===== src/rtl/core/amse_pkg.sv =====
// Shared types, constants and defaults for the angle median speed estimator.
`default_nettype none
package amse_pkg;

	localparam int SENSORS_DEF = 4;
	localparam int WINDOW_DEF  = 10;

	localparam int SENSOR_W = 2;
	localparam int ANGLE_W  = 12;
	localparam int SPEED_W  = 12;
	localparam int DIFF_W   = 13;
	localparam int MAG_W    = 11;
	localparam int MAG5_W   = 14;
	localparam int PROD_W   = 28;

	localparam int HALF_TURN = 1800;
	localparam int FULL_TURN = 3600;

	// x / 6 == (x * 10923) >> 16 for 0 <= x <= 9000
	localparam int RECIP_6  = 10923;
	localparam int RECIP_SH = 16;

	typedef enum logic [2:0] {
		ST_IDLE,
		ST_LOAD,
		ST_SCAN,
		ST_DIFF,
		ST_SCALE,
		ST_MULT,
		ST_EMIT
	} state_t;

	typedef struct packed {
		logic accept;
		logic load;
		logic scan;
		logic capture;
		logic diff;
		logic scale;
		logic mult;
		logic emit;
	} dp_cmd_t;

	typedef struct packed {
		logic win_done;
		logic load_done;
		logic hit;
		logic out_free;
	} dp_status_t;

endpackage
`default_nettype wire


===== src/rtl/core/angle_median_speed_estimator.sv =====
// A sample that does not close a window is taken without a stall; a closing sample has
// its word in the output register after one RAM read per window entry, then one
// pipelined rank check per candidate, then unwrap and 5/6 scaling in the DIFF, SCALE,
// MULT and EMIT states. Input is stalled from the closing sample until its word
// leaves the speed pipeline. Reset (arst_n low) clears fill counts, last medians and
// control state at once; window RAM needs no clearing.
`default_nettype none
module angle_median_speed_estimator #(
	parameter int SENSORS = amse_pkg::SENSORS_DEF,
	parameter int WINDOW  = amse_pkg::WINDOW_DEF
) (
	input  wire logic                                 clk,
	input  wire logic                                 arst_n,
	input  wire logic                                 in_valid,
	output logic                                      in_stall,
	input  wire logic        [amse_pkg::SENSOR_W-1:0] sensor_index,
	input  wire logic                                 sample_valid,
	input  wire logic        [amse_pkg::ANGLE_W-1:0]  angle,
	output logic                                      out_valid,
	input  wire logic                                 out_stall,
	output logic             [amse_pkg::SENSOR_W-1:0] out_sensor,
	output logic             [amse_pkg::ANGLE_W-1:0]  median_angle,
	output logic signed      [amse_pkg::SPEED_W-1:0]  speed_rpm
);

	amse_pkg::dp_cmd_t    cmd;
	amse_pkg::dp_status_t status;

	amse_ctrl u_ctrl (
		.clk     (clk),
		.arst_n  (arst_n),
		.in_valid(in_valid),
		.in_stall(in_stall),
		.status  (status),
		.cmd     (cmd)
	);

	amse_dp #(
		.SENSORS(SENSORS),
		.WINDOW (WINDOW)
	) u_dp (
		.clk         (clk),
		.arst_n      (arst_n),
		.cmd         (cmd),
		.status      (status),
		.sensor_index(sensor_index),
		.sample_valid(sample_valid),
		.angle       (angle),
		.out_valid   (out_valid),
		.out_stall   (out_stall),
		.out_sensor  (out_sensor),
		.median_angle(median_angle),
		.speed_rpm   (speed_rpm)
	);

	a_close_stalls: assert property (@(posedge clk) disable iff (!arst_n)
		(in_valid && !in_stall && status.win_done) |=> (in_stall && cmd.load))
		else $error("closing sample did not start window load");

	a_one_cmd: assert property (@(posedge clk) disable iff (!arst_n)
		$onehot0({cmd.accept, cmd.load, cmd.scan, cmd.diff, cmd.scale, cmd.mult,
			cmd.emit}))
		else $error("more than one datapath command active");

	a_load_to_scan: assert property (@(posedge clk) disable iff (!arst_n)
		status.load_done |=> cmd.scan)
		else $error("scan did not follow window load");

	a_emit_source: assert property (@(posedge clk) disable iff (!arst_n)
		$rose(out_valid) |-> $past(cmd.emit))
		else $error("output word appeared without emit");

endmodule
`default_nettype wire


===== src/rtl/core/amse_ram.sv =====
// Generic single-port-write, single-port-read RAM with registered read data.
`default_nettype none
module amse_ram #(
	parameter int WIDTH = 12,
	parameter int DEPTH = 40,
	localparam int AW = (DEPTH > 1) ? $clog2(DEPTH) : 1
) (
	input  wire logic             clk,
	input  wire logic             we,
	input  wire logic [AW-1:0]    waddr,
	input  wire logic [WIDTH-1:0] wdata,
	input  wire logic             re,
	input  wire logic [AW-1:0]    raddr,
	output logic      [WIDTH-1:0] rdata
);

	logic [WIDTH-1:0] mem_q [DEPTH];

	always_ff @(posedge clk) begin
		if (we) begin
			mem_q[waddr] <= wdata;
		end
		if (re) begin
			rdata <= mem_q[raddr];
		end
	end

endmodule
`default_nettype wire


===== src/rtl/core/amse_ctrl.sv =====
// Sequencing state machine: accept, window load, median scan, speed arithmetic, emit.
`default_nettype none
module amse_ctrl (
	input  wire logic                clk,
	input  wire logic                arst_n,
	input  wire logic                in_valid,
	output logic                     in_stall,
	input  wire amse_pkg::dp_status_t status,
	output amse_pkg::dp_cmd_t        cmd
);

	amse_pkg::state_t state_q;
	amse_pkg::state_t state_nxt;

	always_ff @(posedge clk or negedge arst_n) begin
		if (!arst_n) begin
			state_q <= amse_pkg::ST_IDLE;
		end else begin
			state_q <= state_nxt;
		end
	end

	always_comb begin
		state_nxt = state_q;
		unique case (state_q)
			amse_pkg::ST_IDLE: begin
				if (in_valid && status.win_done) begin
					state_nxt = amse_pkg::ST_LOAD;
				end
			end
			amse_pkg::ST_LOAD: begin
				if (status.load_done) begin
					state_nxt = amse_pkg::ST_SCAN;
				end
			end
			amse_pkg::ST_SCAN: begin
				if (status.hit) begin
					state_nxt = amse_pkg::ST_DIFF;
				end
			end
			amse_pkg::ST_DIFF:  state_nxt = amse_pkg::ST_SCALE;
			amse_pkg::ST_SCALE: state_nxt = amse_pkg::ST_MULT;
			amse_pkg::ST_MULT:  state_nxt = amse_pkg::ST_EMIT;
			amse_pkg::ST_EMIT: begin
				if (status.out_free) begin
					state_nxt = amse_pkg::ST_IDLE;
				end
			end
			default: state_nxt = amse_pkg::ST_IDLE;
		endcase
	end

	always_comb begin
		cmd      = '0;
		in_stall = 1'b1;
		unique case (state_q)
			amse_pkg::ST_IDLE: begin
				in_stall   = 1'b0;
				cmd.accept = in_valid;
			end
			amse_pkg::ST_LOAD: cmd.load = 1'b1;
			amse_pkg::ST_SCAN: begin
				cmd.scan    = 1'b1;
				cmd.capture = status.hit;
			end
			amse_pkg::ST_DIFF:  cmd.diff  = 1'b1;
			amse_pkg::ST_SCALE: cmd.scale = 1'b1;
			amse_pkg::ST_MULT:  cmd.mult  = 1'b1;
			amse_pkg::ST_EMIT:  cmd.emit  = status.out_free;
			default: cmd = '0;
		endcase
	end

endmodule
`default_nettype wire


===== src/rtl/core/amse_dp.sv =====
// Datapath: window storage, fill counters, median rank scan, unwrap and speed scaling.
`default_nettype none
module amse_dp #(
	parameter int SENSORS = amse_pkg::SENSORS_DEF,
	parameter int WINDOW  = amse_pkg::WINDOW_DEF
) (
	input  wire logic                                  clk,
	input  wire logic                                  arst_n,
	input  wire amse_pkg::dp_cmd_t                     cmd,
	output amse_pkg::dp_status_t                       status,
	input  wire logic        [amse_pkg::SENSOR_W-1:0]  sensor_index,
	input  wire logic                                  sample_valid,
	input  wire logic        [amse_pkg::ANGLE_W-1:0]   angle,
	output logic                                       out_valid,
	input  wire logic                                  out_stall,
	output logic             [amse_pkg::SENSOR_W-1:0]  out_sensor,
	output logic             [amse_pkg::ANGLE_W-1:0]   median_angle,
	output logic signed      [amse_pkg::SPEED_W-1:0]   speed_rpm
);

	localparam int DEPTH  = SENSORS * WINDOW;
	localparam int AW     = (DEPTH > 1) ? $clog2(DEPTH) : 1;
	localparam int SEN_W  = (SENSORS > 1) ? $clog2(SENSORS) : 1;
	localparam int FILL_W = $clog2(WINDOW + 1);
	localparam int CNT_W  = $clog2(WINDOW + 1);
	localparam int AW_ = amse_pkg::ANGLE_W;

	logic [FILL_W-1:0] fill_q [SENSORS];
	logic [AW_-1:0]    last_q [SENSORS];
	logic [FILL_W-1:0] ld_cnt_q;
	logic [amse_pkg::SENSOR_W-1:0] sensor_q;
	logic [AW_-1:0]    win_q [WINDOW];

	logic [WINDOW-1:0] lt_s1;
	logic [WINDOW-1:0] gt_s1;
	logic [AW_-1:0]    cand_s1;
	logic              vld_s1;

	logic [AW_-1:0]    med_q;
	logic signed [amse_pkg::SPEED_W-1:0] diff_q;
	logic              neg_q;
	logic [amse_pkg::MAG5_W-1:0] mag5_q;
	logic [amse_pkg::PROD_W-1:0] prod_q;

	logic [SEN_W-1:0]  in_idx;
	logic [SEN_W-1:0]  cur_idx;
	logic              sample_ok;
	logic              win_last;
	logic              ld_busy;
	logic [AW-1:0]     waddr;
	logic [AW-1:0]     raddr;
	logic [AW_-1:0]    rdata;
	logic [CNT_W-1:0]  below;
	logic [CNT_W-1:0]  above;
	logic signed [amse_pkg::DIFF_W-1:0] diff_raw;
	logic signed [amse_pkg::DIFF_W-1:0] diff_wrap;
	logic [amse_pkg::MAG_W-1:0]  mag;
	logic [amse_pkg::SPEED_W-1:0] quo;

	assign in_idx    = SEN_W'(sensor_index);
	assign cur_idx   = SEN_W'(sensor_q);
	assign sample_ok = sample_valid && (int'(sensor_index) < SENSORS);
	assign win_last  = sample_ok && (fill_q[in_idx] == FILL_W'(WINDOW - 1));
	assign ld_busy   = (ld_cnt_q != FILL_W'(WINDOW));

	assign waddr = AW'(int'(in_idx) * WINDOW + int'(fill_q[in_idx]));
	assign raddr = AW'(int'(cur_idx) * WINDOW + int'(ld_cnt_q));

	amse_ram #(
		.WIDTH(AW_),
		.DEPTH(DEPTH)
	) u_win_ram (
		.clk  (clk),
		.we   (cmd.accept && sample_ok),
		.waddr(waddr),
		.wdata(angle),
		.re   (cmd.load && ld_busy),
		.raddr(raddr),
		.rdata(rdata)
	);

	always_ff @(posedge clk or negedge arst_n) begin
		if (!arst_n) begin
			for (int i = 0; i < SENSORS; i++) begin
				fill_q[i] <= '0;
				last_q[i] <= '0;
			end
			ld_cnt_q  <= '0;
			vld_s1    <= 1'b0;
			out_valid <= 1'b0;
		end else begin
			if (cmd.accept && sample_ok) begin
				fill_q[in_idx] <= win_last ? '0 : fill_q[in_idx] + 1'b1;
			end
			if (cmd.load) begin
				ld_cnt_q <= ld_busy ? ld_cnt_q + 1'b1 : '0;
			end
			if (cmd.diff) begin
				last_q[cur_idx] <= med_q;
			end
			vld_s1 <= cmd.scan;
			if (cmd.emit) begin
				out_valid <= 1'b1;
			end else if (!out_stall) begin
				out_valid <= 1'b0;
			end
		end
	end

	// shift in the window on load, rotate candidates on scan; also the rank, median and speed registers
	always_ff @(posedge clk) begin
		if (cmd.accept && sample_ok) begin
			sensor_q <= sensor_index;
		end
		if (cmd.load && (ld_cnt_q != '0)) begin
			for (int i = 0; i < WINDOW - 1; i++) begin
				win_q[i] <= win_q[i + 1];
			end
			win_q[WINDOW - 1] <= rdata;
		end else if (cmd.scan) begin
			for (int i = 0; i < WINDOW - 1; i++) begin
				win_q[i] <= win_q[i + 1];
			end
			win_q[WINDOW - 1] <= win_q[0];
		end
		if (cmd.scan) begin
			for (int i = 0; i < WINDOW; i++) begin
				lt_s1[i] <= win_q[i] < win_q[0];
				gt_s1[i] <= win_q[i] > win_q[0];
			end
			cand_s1 <= win_q[0];
		end
		if (cmd.capture) begin
			med_q <= cand_s1;
		end
		if (cmd.diff) begin
			diff_q <= diff_wrap[amse_pkg::SPEED_W-1:0];
		end
		if (cmd.scale) begin
			neg_q  <= diff_q[amse_pkg::SPEED_W-1];
			mag5_q <= {1'b0, mag, 2'b00} + amse_pkg::MAG5_W'(mag);
		end
		if (cmd.mult) begin
			prod_q <= amse_pkg::PROD_W'(mag5_q) * amse_pkg::PROD_W'(amse_pkg::RECIP_6);
		end
		if (cmd.emit) begin
			out_sensor   <= sensor_q;
			median_angle <= med_q;
			speed_rpm    <= neg_q ? -quo : quo;
		end
	end

	always_comb begin
		below = '0;
		above = '0;
		for (int i = 0; i < WINDOW; i++) begin
			below = below + CNT_W'(lt_s1[i]);
			above = above + CNT_W'(gt_s1[i]);
		end
	end

	always_comb begin
		diff_raw = $signed({1'b0, med_q}) - $signed({1'b0, last_q[cur_idx]});
		if (diff_raw < -amse_pkg::DIFF_W'(amse_pkg::HALF_TURN)) begin
			diff_wrap = diff_raw + amse_pkg::DIFF_W'(amse_pkg::FULL_TURN);
		end else if (diff_raw > amse_pkg::DIFF_W'(amse_pkg::HALF_TURN)) begin
			diff_wrap = diff_raw - amse_pkg::DIFF_W'(amse_pkg::FULL_TURN);
		end else begin
			diff_wrap = diff_raw;
		end
	end

	assign mag = diff_q[amse_pkg::SPEED_W-1] ? amse_pkg::MAG_W'(-diff_q)
		: amse_pkg::MAG_W'(diff_q);
	assign quo = prod_q[amse_pkg::RECIP_SH +: amse_pkg::SPEED_W];

	assign status.win_done  = win_last;
	assign status.load_done = cmd.load && !ld_busy;
	assign status.hit       = vld_s1 && (below <= CNT_W'(WINDOW / 2))
		&& (above <= CNT_W'(WINDOW / 2));
	assign status.out_free  = !out_valid || !out_stall;

endmodule
`default_nettype wire


===== config.mk =====
export PLATFORM = sky130hd
export DESIGN_NAME = angle_median_speed_estimator
export DESIGN_NICKNAME = d
export VERILOG_FILES = /design/src/rtl/core/amse_pkg.sv /design/src/rtl/core/angle_median_speed_estimator.sv /design/src/rtl/core/amse_ram.sv /design/src/rtl/core/amse_ctrl.sv /design/src/rtl/core/amse_dp.sv
export SDC_FILE = /design/constraint.sdc
export NUM_CORES = 1
export LEC_CHECK = 0
export BUFFER_PORTS_ARGS = -buffer_cell sky130_fd_sc_hd__clkbuf_2
export CAP_MARGIN = 20
export CORE_ASPECT_RATIO = 0.75
export CORE_MARGIN = 2
export CORE_UTILIZATION = 50
export CTS_CLUSTER_DIAMETER = 150
export DETAILED_ROUTE_END_ITERATION = 12
export PLACE_DENSITY = 0.66
export SYNTH_ARGS = -nofsm -noshare
export SYNTH_HDL_FRONTEND = slang
export SYNTH_SLANG_ARGS = --single-unit

===== constraint.sdc =====
create_clock -name clk -period 11.7 [get_ports clk]
set_input_delay 1.17 -clock clk [delete_from_list [all_inputs] [get_ports clk]]
set_output_delay 1.17 -clock clk [all_outputs]
set_load 0.1 [all_outputs]

; Yosys cells after proc, flatten, opt, wreduce, memory -nomap -nowiden
; Memories as Yosys holds them, arrays and structs flattened. A register that Yosys moved wholly into a read port is not among the register bits.
; Index checks and enable logic that the tools add are counted.
[op_classes]
add_sub_neg = 28
multipliers = 3
div_mod_pow = 0
order_cmp = 28
eq_ne = 13
shift = 0
mux = 50
bitwise_logic = 12
n_reduce_logical = 17
[op_table]
columns = operator, count
row1 = two-way mux 12 bit, 16
row2 = greater-than comparator 12 bit, 10
row3 = less-than comparator 12 bit, 10
row4 = adder 4 x 1 -> 4 bit, 16
row5 = bitwise mux 48 bit, 1
row6 = "multiplier 14 x 14 -> 28 bit, second input constant", 1
row7 = binary-select mux 12 bit (select 2 bit), 1
row8 = demux 12 bit (select 2 bit), 1
row9 = case mux 3 bit (7 select lines), 1
row10 = two-way mux 4 bit, 5
row11 = bitwise mux 16 bit, 1
row12 = two-way mux 1 bit, 16
row13 = adder 13 x 11 -> 14 bit, 1
row14 = "greater-than comparator 13 x 12 -> 1 bit, second input constant", 1
row15 = "less-than comparator 13 x 12 -> 1 bit, second input constant", 1
row16 = subtractor 12 x 12 -> 13 bit, 1
row17 = "adder 12 x 10 -> 12 bit, second input constant", 1
row18 = adder 6 x 5 -> 6 bit, 2
row19 = two-way mux 3 bit, 4
row20 = negator 12 bit, 1
row21 = "subtractor 12 x 10 -> 12 bit, second input constant", 1
row22 = two-way mux 11 bit, 1
row23 = negator 11 bit, 1
row24 = logical AND 1 bit, 10
row25 = other kinds (23), 47
[totals]
register_bits = 200
latch_bits = 0
mem_bits_rw = 600
rom_bits = 0
in_bits = 19
output_inout_bits = 28
n_memories = 2
[mem_list]
columns = name, depth, width, read_ports, rd_clocked_by_memory_dff, write_ports, line_no
row1 = u_dp.u_win_ram.mem_q, 40, 12, 1, 1, 1, amse_ram.sv:17  ; logic [WIDTH-1:0] mem_q [DEPTH];
row2 = u_dp.win_q, 10, 12, 10, 0, 10, amse_dp.sv:32  ; logic [AW_-1:0] win_q [WINDOW];

; Longest topological paths before layout
; Gate-level depths: netlist of run 1.
[depth]
depth_word = 17
depth_mapped = 19

; Hierarchy
; From an unflattened synthesis of run 1, not the netlist that was laid out.
[unflattened]
hier_cells = 2454
area_unflattened_um2 = 37987.7
[by_module_without_submodules]
columns = module, instances, cells_each, area_each_um2, seq_area_each_um2
row1 = amse_ram, 1, 1004, 19476.2, 14774.2
row2 = amse_dp, 1, 1422, 18257.5, 8628.3
row3 = amse_ctrl, 1, 28, 254.0, 75.1

; Worst setup path before layout of run 1
; Ideal clock, no wire load.
[synth_timing]
kind = register -> register
from = reg u_dp.ld_cnt_q[0]
to = mem u_dp.win_q[0][0] (netlist name), enable pin
t_arrival_ns = 6.848
path_slack_ns = 4.228
stages_incl_launch_ff = 6
n_path_buf = 3
synth_period_minus_slack_ns = 7.472
cell_sequence = dfrtp_1 -> clkbuf_1 -> buf_2 -> clkbuf_1 -> nor4_1 -> o21bai_1
[synth_rtl]
columns = element, line_no
row1 = from (decl), amse_dp.sv:30  ; logic [FILL_W-1:0] ld_cnt_q;
row2 = from (signal assigned), amse_dp.sv:96  ; ld_cnt_q <= ld_busy ? ld_cnt_q + 1'b1 : '0;
row3 = to (decl), amse_dp.sv:32

; Worst setup path in the final report of run 1
[layout_timing]
from = reg u_dp.mag5_q[8] (netlist name)
to = reg u_dp.prod_q[27] (netlist name) (data pin)
[layout_via]
elab_chain_cells = 1
[layout_lines]
columns = element, line_no
row1 = from (decl), amse_dp.sv:42  ; logic [amse_pkg::MAG5_W-1:0] mag5_q;
row2 = from (signal assigned), amse_dp.sv:141  ; mag5_q <= {1'b0, mag, 2'b00} + amse_pkg::MAG5_W'(mag);
row3 = multiplier 14 x 14 -> 28 bit, amse_dp.sv:144  ; prod_q <= amse_pkg::PROD_W'(mag5_q) * amse_pkg::PROD_W'(amse_pkg::RECIP_6);
row4 = to (signal assigned), amse_dp.sv:144
row5 = to (decl), amse_dp.sv:43  ; logic [amse_pkg::PROD_W-1:0] prod_q;
; No other way between the ends.
; A chain may end at the register's enable or synchronous reset.

==> qor.txt, run 1 <==
Status = finished, final reports clean
First-pass GRT wire length = 123 mm
Clock skew = 0.0331 ns
Total congestion overflow = 0
Antenna diodes = 0
Max FO, Critical Path = 4
Hold_buf cts = 0
Synthesized flop and latch total = 794
EDFF count, synth = 721
Worst path arrival time = 6.18 ns
Netlist cell types = 83
Total track usage = 21.4%
DRC violations left = 0
Most common cell in the netlist = edfxtp_1
RD Place Congestion = 0.903
WL final = 79.7 mm
Max clock buf depth = 3
Final Hold Vio Count = 0
Final setup fails = 0
Hold Crit Class = register to register
Die Y = 240 microns
Syn Inst Count = 2206
Port Buffer Count = 46
Initial DRC Count = 1912
Initial Utilization = 50.6%
Synth top area cells = edfxtp_1, mux4_2, ha_1, dfrtp_1, fa_1
Vias per Instance = 5.84
Clk Latency, worst-skew pair = 0.65 ns
Unrepaired setup endpoints after global routing = no
Startpoint types = register
CTS buffer count = 79
Share of Yosys cell area claimed by the top area cell type = 58.2%
Fmax = 172 MHz
Clk root buf = clkbuf_16
Most frequent cells after synthesis = edfxtp_1, ha_1, inv_1, mux4_2, nor2_1
Antenna violations before repair = 0
Pin count of the biggest net entering global routing = 88
Worst Path Required = 12.07 ns
DP Wirelength = 54.7 mm
Synth warn = 0
Syn_area_per_cell = 16.9 sq um
Die X = 319 microns
Fin Setup TNS = 0 ns
Max-cap violation count = 0
Register area share after synthesis = 63.1%
Synth Flop Type = edfxtp_1
Mapped Area = 0.0372 sq mm
Tmin final = 5.81 ns
Vias in the first global route = 20000
Core area = 0.0736 sq mm
Final slew viol count = 0
Post-CTS Setup Inserts = 0
Avg WL per Cell = 23.7 microns
Area delta synth->final = 11.9%
Routed via count = 19600
Routed Antenna Nets = 0
CTS tree = built
Setup crit end kind = register
Io pins = 47
Post-CTS Resized = 0
Slew headroom = 31.8%
Synth async-reset ratio = 9.19%
Worst Tran Pin Value = 1.02 ns
# nets final = 2663
H-tree depth = 3
DRT Pass-1 Iters = 7
Final period util = 49.6%
Layout cells sized above 1 = 20.3%
Worst-path clk slew = 0.06 ns
CP Class = register to register
DIE AREA = 0.0766 sq mm
Clk sinks = 794
# rows = 86
Top cell type by total area after synthesis = edfxtp_1
## critical path: stages (launching register included)
cell and delay (ns):
edfxtp_1 0.51, ha_1 0.38, ha_1 0.30, inv_1 0.06, fa_1 0.53, inv_1 0.05
fa_1 0.53, inv_1 0.06, fa_1 0.51, fa_1 0.52, inv_1 0.04, ha_1 0.27
nand2_1 0.06, a2111oi_0 0.53, o2111ai_1 0.27, a21oi_1 0.37, a211o_1 0.21, a31o_2 0.17
a21oi_1 0.08, xnor2_1 0.12
## final timing paths
kind,from,to,slack (ns),cells after the start
setup reg to reg,u_dp.mag5_q[8],u_dp.prod_q[27],5.89,19
max in group asynchronous,arst_n,u_dp.ld_cnt_q[0],10.31,1
hold / removal,u_dp.cand_s1[7],u_dp.med_q[7],0.42,0
setup / recovery,u_dp.mag5_q[8],u_dp.prod_q[27],5.89,19
hold reg to reg,u_dp.cand_s1[7],u_dp.med_q[7],0.42,0
min in group asynchronous,arst_n,u_dp.fill_q[5],0.68,1
## layer usage
layer  up-vias  GRT usage, %  share of wire (%)
li1       8814             -                  -
met1     10100          32.7                 47
met2       579          31.3                 44
met3       110          4.60                6.6
met4         0          5.70                2.2
met5         -             0                  0
## cells by family (layout without fill, tap and decap cells)
kind of cell / count (synthesis) / in the layout / share of synthesized area, %
flops: 794 / 794 / 63.1
simple gates: 274 / 274 / 3.65
buf+inv: 260 / 449 / 2.69
compound gates: 265 / 265 / 5.10
xor+xnor: 54 / 54 / 1.27
mux: 246 / 246 / 12.2
fa+ha+maj: 312 / 312 / 11.9
other cells: 1 / 2 / 0.0101
## area by class of cell
cell class	instances	area [sq um]
timing repair buffer	105	737
tap	968	1210
multi-input combinational	1153	12800
inverter	199	747
sequential	794	23500
fill	5602	32000
clock inverter	49	604
clock buffer	96	2080
## through the flow
step	instance area, sq um	std cells	utilization [%]	hold slack, ns	worst slack, ns
2_1_floorplan	37200	2207	-	0.400	4.23
3_3_place_gp	38700	3188	52.5	0.404	5.95
3_5_place_dp	38900	3212	52.8	0.411	5.86
4_1_cts	41600	3357	56.5	0.422	5.86
5_1_grt	41600	3364	56.6	0.431	5.40
6_report	41600	3364	56.6	0.420	5.89
## sequential cells by signal, indices dropped and copies added (netlist names)
name	cells
u_dp.cand_s1	12
u_dp.mag5_q	14
u_dp.out_valid	1
u_dp.ld_cnt_q	4
u_dp.out_sensor	2
u_dp.speed_rpm	12
u_dp.u_win_ram.mem_q	480
u_dp.median_angle	12
u_dp.win_q	120
u_ctrl.state_q	3
u_dp.fill_q	16
u_dp.prod_q	12
u_dp.diff_q	12
u_dp.u_win_ram.rdata	12
u_dp.gt_s1	9
u_dp.med_q	12
u_dp.vld_s1	1
u_dp.lt_s1	9
u_dp.neg_q	1
u_dp.last_q	48
u_dp.cur_idx	2
## placed cells by master (no fill, tap or decap), types with 10 or more instances in the layout
cell       Yosys  final
buf_4          1     48
a21o_1        63     63
inv_1        199    199
mux2_2        73     73
o21ai_0       41     41
nand3_1       21     21
dfrtp_1       73     72
nor2b_1       24     24
xnor2_1       39     38
ha_1         241    240
xor2_1        15     15
nor2_1        92     92
a31oi_1       10     10
a211oi_1      18     18
clkinv_1       0     15
a21oi_1       42     41
fa_1          71     70
clkbuf_1      37     13
clkbuf_2       1     45
nand2b_1      13     13
mux4_2       160    160
bufinv_16      0     10
edfxtp_1     721    721
nand4_1       22     22
mux2i_1       13     13
buf_6          2     11
nand2_1       48     48
clkbuf_16      0     79
Power of run 1 is not shown: default switching activity piles up to over one toggle a cycle in this logic, so the estimate is an artifact.
==> run 2, diff against run 1 <==
==> constraint.sdc (replaced) <==
create_clock -name clk -period 5.8 [get_ports clk]
set_input_delay 0.58 -clock clk [delete_from_list [all_inputs] [get_ports clk]]
set_output_delay 0.58 -clock clk [all_outputs]
set_load 0.1 [all_outputs]
==> qor.txt, run 2 (synthesis gave the netlist of run 1 again) <==
DRC violations left = 0 (unchanged)
Total congestion overflow = 0 (unchanged)
Final period util = 95.7% (+46 points)
CTS tree = built
Fin Setup TNS = 0 ns (unchanged)
Worst path arrival time = 5.93 ns (-0.25 ns)
Area delta synth->final = 11.7%
Layout cells sized above 1 = 20.5% (+0.19 points)
First-pass GRT wire length = 123 mm (-0.22%)
Antenna diodes = 0 (unchanged)
Slew headroom = 26.3% (-5.5 points)
Die Y = 240 microns (unchanged)
Pin count of the biggest net entering global routing = 85 (-3.4%)
Most common cell after layout, fill and taps aside = edfxtp_1
Vias per Instance = 5.84 (about the same)
Tmin final = 5.55 ns (-0.255 ns)
Clk Latency, worst-skew pair = 0.66 ns (about the same)
Footprint of the multi-input gates = 0.0128 sq mm (+0.30%)
DRT Pass-1 Iters = 5 (-2)
Final setup fails = 0 (unchanged)
Most frequent cells in the layout = edfxtp_1, ha_1, inv_1
Startpoint types = register
Fmax = 180 MHz (+4.6%)
Unrepaired setup endpoints after global routing = no
RD Place Congestion = 0.866 (-4.2%)
Worst-path clk slew = 0.06 ns (about the same)
Worst Path Required = 6.18 ns (-5.89 ns)
Status = finished, final reports clean
Largest regs = u_dp.u_win_ram.mem_q (480), u_dp.win_q (120), u_dp.last_q (48)
Io pins = 47 (unchanged)
Max FFs per register = 480 (unchanged)
Max-cap violation count = 0 (unchanged)
Initial Utilization = 50.6% (unchanged)
Max FO, Critical Path = 4 (unchanged)
# rows = 86 (unchanged)
# nets final = 2661 (-0.075%)
Routed via count = 19600 (-0.18%)
Die X = 319 microns (unchanged)
Hold_buf cts = 0 (unchanged)
WL final = 80.7 mm (+1.2%)
Max clock buf depth = 3 (unchanged)
# fillers = 5640 (+0.68%)
Final core utilization = 56.4% (-0.13 points)
Clock skew = 0.0292 ns (-0.00384 ns)
Final Hold Vio Count = 0 (unchanged)
Total track usage = 21.5% (+0.087 points)
Initial DRC Count = 1664 (-13%)
Register area = 0.0235 sq mm (unchanged)
Avg WL per Cell = 24.0 microns (+1.4%)
Final slew viol count = 0 (unchanged)
Vias in the first global route = 20100 (+0.24%)
Top reg by flops = u_dp.u_win_ram.mem_q
Port Buffer Count = 46 (unchanged)
Antenna violations before repair = 2 (+2)
Hold Crit Class = input pin to async pin
CTS buffer count = 77 (-2.5%)
Worst Tran Pin Value = 1.10 ns (+0.0824 ns)
DP Wirelength = 54.1 mm (-1.1%)
CP Class = register to register
H-tree depth = 3 (unchanged)
Post-CTS Setup Inserts = 0 (unchanged)
DIE AREA = 0.0766 sq mm (unchanged)
Setup crit end kind = register
Core area = 0.0736 sq mm (unchanged)
Clk sinks = 794 (unchanged)
Clk root buf = clkbuf_16
Routed Antenna Nets = 0 (unchanged)
-- run 2: cell count changes in the layout (fill, tap and decap cells not counted), moves of 2 or more --
| cell | change |
|---|---|
| buf_12 | +6 |
| buf_6 | -6 |
| bufinv_16 | -3 |
| clkbuf_1 | +6 |
| clkbuf_16 | -2 |
| clkinv_1 | -7 |
| clkinv_2 | +3 |
| inv_16 | +3 |
| inv_6 | -2 |
| nor2_1 | -4 |
| nor2_2 | +4 |
-- run 2: worst max-delay path, stage by stage (launching register included) --
cell and delay (ns):
edfxtp_1 0.49, ha_1 0.40, fa_1 0.50, inv_1 0.05, fa_1 0.51, inv_1 0.05
fa_1 0.48, fa_1 0.49, ha_1 0.31, ha_1 0.34, a21o_1 0.20, a21o_1 0.18
a21o_1 0.19, o311a_1 0.31, a211o_1 0.30, a31o_2 0.25, a21oi_1 0.17, xnor2_1 0.07
-- run 2: final cells by class --
class	instances	area share, %
Clock inverter	39	1.16
Timing Repair Buffer	105	1.85
Inverter	199	1.80
Sequential cell	794	56.5
Multi-Input combinational cell	1153	30.9
Clock buffer	99	4.91
Tap cell	968	2.92
-- run 2: metrics by stage --
stage	worst slack [ns]	std cells	cell area [sq um]	hold slack, ns
6_report	0.247	3357	41500	0.0415
5_1_grt	0.00692	3357	41500	0.0979
4_1_cts	0.151	3348	41400	0.0853
3_5_place_dp	0.158	3210	38900	0.405
3_3_place_gp	0.209	3202	38800	0.403
2_1_floorplan	0.530	2207	37200	0.284
-- run 2: final timing paths --
kind | startpoint | endpoint | slack (ns) | cells after the start
max | u_dp.mag5_q[4] | u_dp.prod_q[27] | 0.25 | 17
min | arst_n | u_dp.last_q[8] | 0.04 | 1
max reg2reg | u_dp.mag5_q[4] | u_dp.prod_q[27] | 0.25 | 17
min reg2reg | u_dp.cand_s1[0] | u_dp.med_q[0] | 0.41 | 0
max in group asynchronous | arst_n | u_dp.ld_cnt_q[0] | 4.97 | 1
min in group clk | out_stall | u_dp.out_valid | 0.31 | 3
-- run 2: repair_timing --
action	4_1_cts	5_1_grt
hold endpoints to repair	0	0
resized for setup	0	5
setup endpoints to repair	0	5
-- run 2: per-layer routing --
layer  track usage, %  share of wire, %
met5                0             0.037
met4             4.85               1.7
met3             5.63               7.6
met2             31.9                44
met1             32.1                46
Power of run 2 is left out for the same reason.
